### src/hdl/bam_pkg.sv
`timescale 1ns / 1ps
// ----------------------------------------------------------------------------
// bam_pkg: shared definitions for the bit-parallel approximate matcher
// Request kinds, register indexes, default sizes and the configuration bundle.
// ----------------------------------------------------------------------------
package bam_pkg;

    localparam int DEF_ERROR_LEVELS = 4;
    localparam int DEF_PATTERN_BITS = 32;

    localparam int TABLE_DEPTH = 256;
    localparam int TABLE_AW    = 8;
    localparam int MASK_W      = 32;

    localparam logic [MASK_W-1:0] LIVE_RESET = 32'h8000_0000;

    typedef enum logic [1:0] {
        FUNC_LOAD  = 2'd0,
        FUNC_START = 2'd1,
        FUNC_STEP  = 2'd2
    } func_t;

    typedef enum logic [1:0] {
        CFG_SKIP   = 2'd0,
        CFG_ACCEPT = 2'd1,
        CFG_LIVE   = 2'd2,
        CFG_ERRORS = 2'd3
    } cfg_index_t;

    typedef struct packed {
        logic [MASK_W-1:0] skip_mask;
        logic [MASK_W-1:0] accept_mask;
        logic [MASK_W-1:0] live_mask;
        logic [1:0]        max_errors;
    } cfg_t;

endpackage

### src/hdl/bam_step.sv
`timescale 1ns / 1ps
// ----------------------------------------------------------------------------
// bam_step: next-state logic for the error-level vectors
// Advances the used levels by one text byte (clearing the rest), restarts or
// holds them, and flags whether any used level reaches the accept position.
// ----------------------------------------------------------------------------
module bam_step #(
    parameter int ERROR_LEVELS = bam_pkg::DEF_ERROR_LEVELS,
    parameter int PATTERN_BITS = bam_pkg::DEF_PATTERN_BITS
) (
    input  bam_pkg::func_t                            func,
    input  bam_pkg::cfg_t                             cfg,
    input  logic [PATTERN_BITS-1:0]                   char_bits,
    input  logic [ERROR_LEVELS-1:0][PATTERN_BITS-1:0] levels,
    output logic [ERROR_LEVELS-1:0][PATTERN_BITS-1:0] levels_next,
    output logic                                      accepted
);

    localparam logic [PATTERN_BITS-1:0] START_BIT = {1'b1, {(PATTERN_BITS-1){1'b0}}};

    logic [PATTERN_BITS-1:0]                   ep;
    logic [PATTERN_BITS-1:0]                   live;
    logic [PATTERN_BITS-1:0]                   acc;
    logic [PATTERN_BITS-1:0]                   hit_vec;
    logic [ERROR_LEVELS-1:0][PATTERN_BITS-1:0] adv;

    always_comb begin
        ep   = PATTERN_BITS'(cfg.skip_mask);
        live = PATTERN_BITS'(cfg.live_mask);
        acc  = PATTERN_BITS'(cfg.accept_mask);

        // Exact level: stay on a space position, or advance on a match.
        adv[0]  = (levels[0] & ep) | ((levels[0] & char_bits) >> 1);
        hit_vec = adv[0] & acc;

        // Each error level also takes substitutions and insertions from the
        // old level below and deletions from the new level below.
        for (int i = 1; i < ERROR_LEVELS; i++) begin
            if (i <= int'(cfg.max_errors)) begin
                adv[i] = ((levels[i] & ep) | ((levels[i] & char_bits) >> 1)
                         | levels[i-1] | (levels[i-1] >> 1) | (adv[i-1] >> 1)) & live;
            end else begin
                adv[i] = '0;
            end
            hit_vec = hit_vec | (adv[i] & acc);
        end
    end

    always_comb begin
        levels_next = levels;
        accepted    = 1'b0;
        case (func)
            bam_pkg::FUNC_STEP: begin
                levels_next = adv;
                accepted    = |hit_vec;
            end
            bam_pkg::FUNC_START: begin
                levels_next    = '0;
                levels_next[0] = START_BIT;
            end
            default: begin
                levels_next = levels;
            end
        endcase
    end

endmodule

### config.mk
export PLATFORM = sky130hd
export DESIGN_NAME = bam_step
export DESIGN_NICKNAME = d
export VERILOG_FILES = /design/src/hdl/bam_pkg.sv /design/src/hdl/bam_step.sv
export SDC_FILE = /design/constraint.sdc
export NUM_CORES = 1
export LEC_CHECK = 0
export ABC_AREA = 1
export BUFFER_PORTS_ARGS = -buffer_cell sky130_fd_sc_hd__buf_2
export CAP_MARGIN = 25
export CORE_AREA = 2 2 152 154
export DETAILED_ROUTE_END_ITERATION = 10
export DIE_AREA = 0 0 154 156
export GPL_TIMING_DRIVEN = 1
export PLACE_DENSITY_LB_ADDON = 0.3
export SKIP_LAST_GASP = 1
export SLEW_MARGIN = 40
export SYNTH_ARGS = -nofsm -noshare
export SYNTH_HDL_FRONTEND = slang
export SYNTH_SLANG_ARGS = --single-unit
### constraint.sdc
create_clock -name vclk -period 1.85
set_input_delay 0.185 -clock vclk [all_inputs]
set_output_delay 0.185 -clock vclk [all_outputs]
set_load 0.02 [all_outputs]
-- Yosys cells after proc, flatten, opt, wreduce, memory -nomap -nowiden
Index checks and enable logic that the tools add are counted.
- memory bits (writable): 0
- input bits: 260
- memory bits (read-only): 0
- latch bits: 0
- memories kept: 0
- word-level logic and storage cells: 42
- flip-flop bits (word level): 0
- add/subtract/negate cells: 0
- multiplexer cells: 5
- eq/ne operators: 2
- div/mod/pow operators: 0
- order comparisons: 3
- shift operators: 0
- $mul: 0
- reductions and logical operators: 1
- bitwise gates (word level): 31
- operators with widths (kind ; number):
    32-bit AND ; 15
    32-bit by 31-bit bitwise OR with 32-bit output ; 10
    128-bit case mux with 2 select lines ; 1
    32-bit bitwise OR ; 6
    32-bit two-way mux ; 3
    32-bit OR reduction ; 1
    2-bit less-or-equal comparator (first input constant) ; 2
    2-bit by 1-bit == test with 1-bit output (second input constant) ; 1
    2-bit == test (second input constant) ; 1
    1-bit by 2-bit less-or-equal comparator with 1-bit output (first input constant) ; 1
    1-bit two-way mux ; 1

-- Logic depth before layout (Yosys ltp)
- word-level depth: 17
- depth in mapped cells: 18
- gate-level depth less buffers: 16

-- Worst setup path after synthesis
Ideal clock, no wire load.
- kind: input to output
- from: input func[0]
- to: output levels_next[33] (netlist bit)
- stages: 8
- arrival: 1.625 ns
- path slack: 0.040 ns
- buffers on the path: 3
- required time: 1.665 ns
- cell sequence: inv_1 > ha_1 > inv_1 > nand2_1 > clkbuf_1 > clkbuf_1 > clkbuf_1 > o22ai_1
- RTL lines (element ; RTL line ; source):
    from (decl) ; bam_step.sv:11 ; input bam_pkg::func_t func,
    to (decl) ; bam_step.sv:15 ; output logic [ERROR_LEVELS-1:0][PATTERN_BITS-1:0] levels_next,

-- Worst setup path in the final report
- from: input levels[29] (netlist bit)
- to: output accepted
- cells in the longest elaborated chain, start to end: 15
- elaborated cells on any way between the ends: 23
- those cells by class: mux (4); bitwise (18); reduce/logical (1)
- ends and longest elaborated chain (element ; RTL line ; source):
    from (decl) ; bam_step.sv:14 ; input logic [ERROR_LEVELS-1:0][PATTERN_BITS-1:0] levels,
    32-bit AND / 32-bit bitwise OR (equally long branches) ; bam_step.sv:33, bam_step.sv:41 ;
    32-bit by 31-bit bitwise OR with 32-bit output, on equally long branches ; bam_step.sv:33, bam_step.sv:41 ;
    32-bit by 31-bit bitwise OR with 32-bit output ; bam_step.sv:41 ; | levels[i-1] | (levels[i-1] >> 1) | (adv[i-1] >> 1)) & live;
    32-bit AND ; bam_step.sv:41 ;
    32-bit two-way mux ; bam_step.sv:39 ; if (i <= int'(cfg.max_errors)) begin
    32-bit by 31-bit bitwise OR with 32-bit output ; bam_step.sv:41 ;
    32-bit AND ; bam_step.sv:41 ;
    32-bit two-way mux ; bam_step.sv:39 ;
    32-bit by 31-bit bitwise OR with 32-bit output ; bam_step.sv:41 ;
    32-bit AND ; bam_step.sv:41 ;
    32-bit two-way mux ; bam_step.sv:39 ;
    32-bit AND ; bam_step.sv:45 ; hit_vec = hit_vec | (adv[i] & acc);
    32-bit bitwise OR (*) ; bam_step.sv:45 ;
    32-bit OR reduction (*) ; bam_step.sv:55 ; accepted = |hit_vec;
    1-bit two-way mux (*) ; bam_step.sv:52 ; case (func)
    to (decl) ; bam_step.sv:16 ; output logic accepted
Mark *: on every way between the ends. The rest lies on a longest branch, timed or not.

==> results.sh <==
export IMPL_status="finished, violations left"
export IMPL_violations="negative setup slack"
export IMPL_post_route_drc_count=0
export IMPL_layout_commonest_cell="nand2_1"
export IMPL_hold_slack_ns=0.713
export IMPL_cap_violations=0
export IMPL_maxSlewViolCount=0
export IMPL_num_clock_buffers=0
export IMPL_crit_top_cell="nand2_1"
export IMPL_die_w_um=154
export IMPL_ys_seq_area_share_pct=0
export IMPL_vias=10400
export IMPL_fin_crit_sh_pct=115
export IMPL_fillCellCount=2580
export IMPL_cp_end_kind="output port"
export IMPL_timing_final_ws_setup_ns=-0.277
export IMPL_setup_viol=1
export IMPL_powerDensity_mw_per_mm2=301
export IMPL_crit_required_ns=1.66
export IMPL_max_freq_mhz=470
export IMPL_p_int_mw=1.09
export IMPL_grt_ovfl_total=0
export IMPL_drt_first_pass_iters=6
export IMPL_synth_warnings=0
export IMPL_synth_nets=1549
export IMPL_tightest_slew_ns=0.402
export IMPL_antenna_left=0
export IMPL_rsz0062_at_grt="true"
export IMPL_cp_slowest_cell="o21ai_2"
export IMPL_syn_area_mm2=0.00571
export IMPL_grt_pass1_vias=9774
export IMPL_initial_core_util_pct=25.5
export IMPL_swShare_pct=61.5
export IMPL_crit_fanout=4
export IMPL_io_buffers=388
export IMPL_arrival_ns=1.94
export IMPL_ff_latch_area_um2=0
export IMPL_ir_drop_v=0.000141
export IMPL_grt_pass1_wl_mm=50.8
export IMPL_wl_mm=33.9
export IMPL_io_pins=389
export IMPL_slew_headroom_pct=73.2
export IMPL_gp_congestion=0.959
export IMPL_synthDistinctLibCells=28
export IMPL_worstSetupPathType="in2out"
export IMPL_leakage_nw=5.66
export IMPL_cpPeakStageDelay_ns=0.23
export IMPL_nets=2065
export IMPL_clkPwrFrac_pct=0
export IMPL_wl_per_cell_um=16.2
export IMPL_drive_gt1_share_pct=35.1
export IMPL_mostFrequentLayoutCells="514 x nand2_1, 381 x buf_2, 197 x inv_1, 153 x buf_4, 126 x nand3_1"
export IMPL_area_growth_pct=65.2
export IMPL_core_area_mm2=0.0224
export IMPL_critical_path_cell_chain="buf_2 > buf_4 > nor2_1 > nand3_1 > o21ai_2 > nand2_2 > nand2_1 > nand2_1 > nand3_2 > nand2_1 > nor2_2 > nand2_1 > nor2_1 > nand2_1 > nor2_1 > nor2_2 > buf_6"
export IMPL_syn_inst=1287
export IMPL_row_count=55
export IMPL_track_usage_pct=26.1
export IMPL_die_area_mm2=0.0240
export IMPL_syn_area_per_cell_um2=4.44
export IMPL_p_sw_mw=1.75
export IMPL_die_h_um=156
export IMPL_via_per_inst=4.99
export IMPL_pwr_share_comb_pct=100.0
export IMPL_finalPower_mw=2.84
export IMPL_grt_max_degree=75
export IMPL_min_period_ns=2.13
export IMPL_finalHoldViolations=0
export IMPL_drtIter0Drc=785
export IMPL_power_frac_seq_pct=0
export IMPL_seq_cells=0
export IMPL_dp_hpwl_mm=28.4
export IMPL_fin_util_pct=42.2
export IMPL_antenna_found_initial=4
export IMPL_critPathLaunchType="input pin"
export IMPL_worstHoldPathType="in2out"
==> power groups by stage <==
stage	registers, mW	clock network [mW]	logic, mW
floorplan	0	0	1.36
global placement	0	0	2.72
detailed placement	0	0	2.72
CTS	0	0	2.78
global route	0	0.000000217	3.10
finish	0	0.000000217	2.84
==> path summary, 6_finish.rpt <==
path / from / to / slack [ns] / depth (start not counted)
worst min-delay path: levels[121] / levels_next[121] / 0.71 / 4
worst max-delay path: levels[29] / accepted / -0.28 / 17
==> timing repair <==
action / 4_1_cts / 5_1_grt
pin swaps: 17 / 26
setup buffers: 9 / 1
gates cloned: 0 / 1
hold buffers: 0 / 0
setup endpoints to repair: 18 / 24
gates resized for setup: 26 / 57
==> per-stage QoR <==
stage / std cells / TNS [ns] / cell area (um^2) / setup slack (ns)
after CTS: 2087 / -0.508 / 9280 / -0.304
after global placement: 2078 / -0.676 / 9120 / -0.379
after detailed placement: 2078 / -1.15 / 9120 / -0.429
final: 2089 / -0.277 / 9430 / -0.277
after global routing: 2089 / -0.491 / 9430 / -0.404
after floorplan: 1287 / 0 / 5710 / 0.0400
==> cell usage after synthesis <==
cell      number  area (um^2)
o221ai_1       1         8.76
nand2_1      539         2020
nand4_1        2         12.5
a21oi_1       42          210
o21ai_0       75          375
nor2_2         2         12.5
nand3b_1       1         7.51
o21ai_2       26          228
inv_2          1         3.75
a211oi_1       4         30.0
nand2_2        3         18.8
or2_2          2         12.5
nand3_1      129          646
o22ai_1       51          319
nor2_1       114          428
a21boi_0      16          120
inv_1        198          743
nor2_4         1         11.3
a221oi_1      13          114
nor3_1        10         50.1
buf_2          2         10.0
clkbuf_1      27          101
o21bai_1       5         37.5
buf_1          6         22.5
a22o_1        10         87.6
buf_6          4         45.0
ha_1           2         25.0
and2_1         1         6.26
==> cell type report <==
| class | instances | area (um^2) | area share [%] |
|---|---|---|---|
| Multi-Input combinational cell | 1050 | 4980 | 52.8 |
| Timing Repair Buffer | 552 | 3340 | 35.4 |
| Tap cell | 285 | 357 | 3.78 |
| Inverter | 199 | 747 | 7.92 |
| Antenna cell | 3 | 7.51 | 0.0796 |
==> metal layers <==
metal,up-vias,part of all wire [%],track usage (%)
met2,521,47,46.2
met3,64,8.3,3.53
li1,5168,-,-
met1,4663,42,33.3
met4,2,2.6,6.59
met5,-,0.032,0
==> worst max-delay path: cells and delay by family <==
kind | cells | cell delay, ns
simple gates | 13 | 1.14
buf+inv | 3 | 0.39
compound gates | 1 | 0.23
==> cell families (layout without fill, tap and decap cells) <==
group	after synthesis	in the layout	share of synthesized area (%)
adders and majority gates	2	2	0.438
and+or+nand+nor	804	805	56.5
buffers and inverters	238	751	16.2
other	0	3	0
AOI/OAI and AO/OA	243	243	26.8
(Power assumes the default switching activity.)
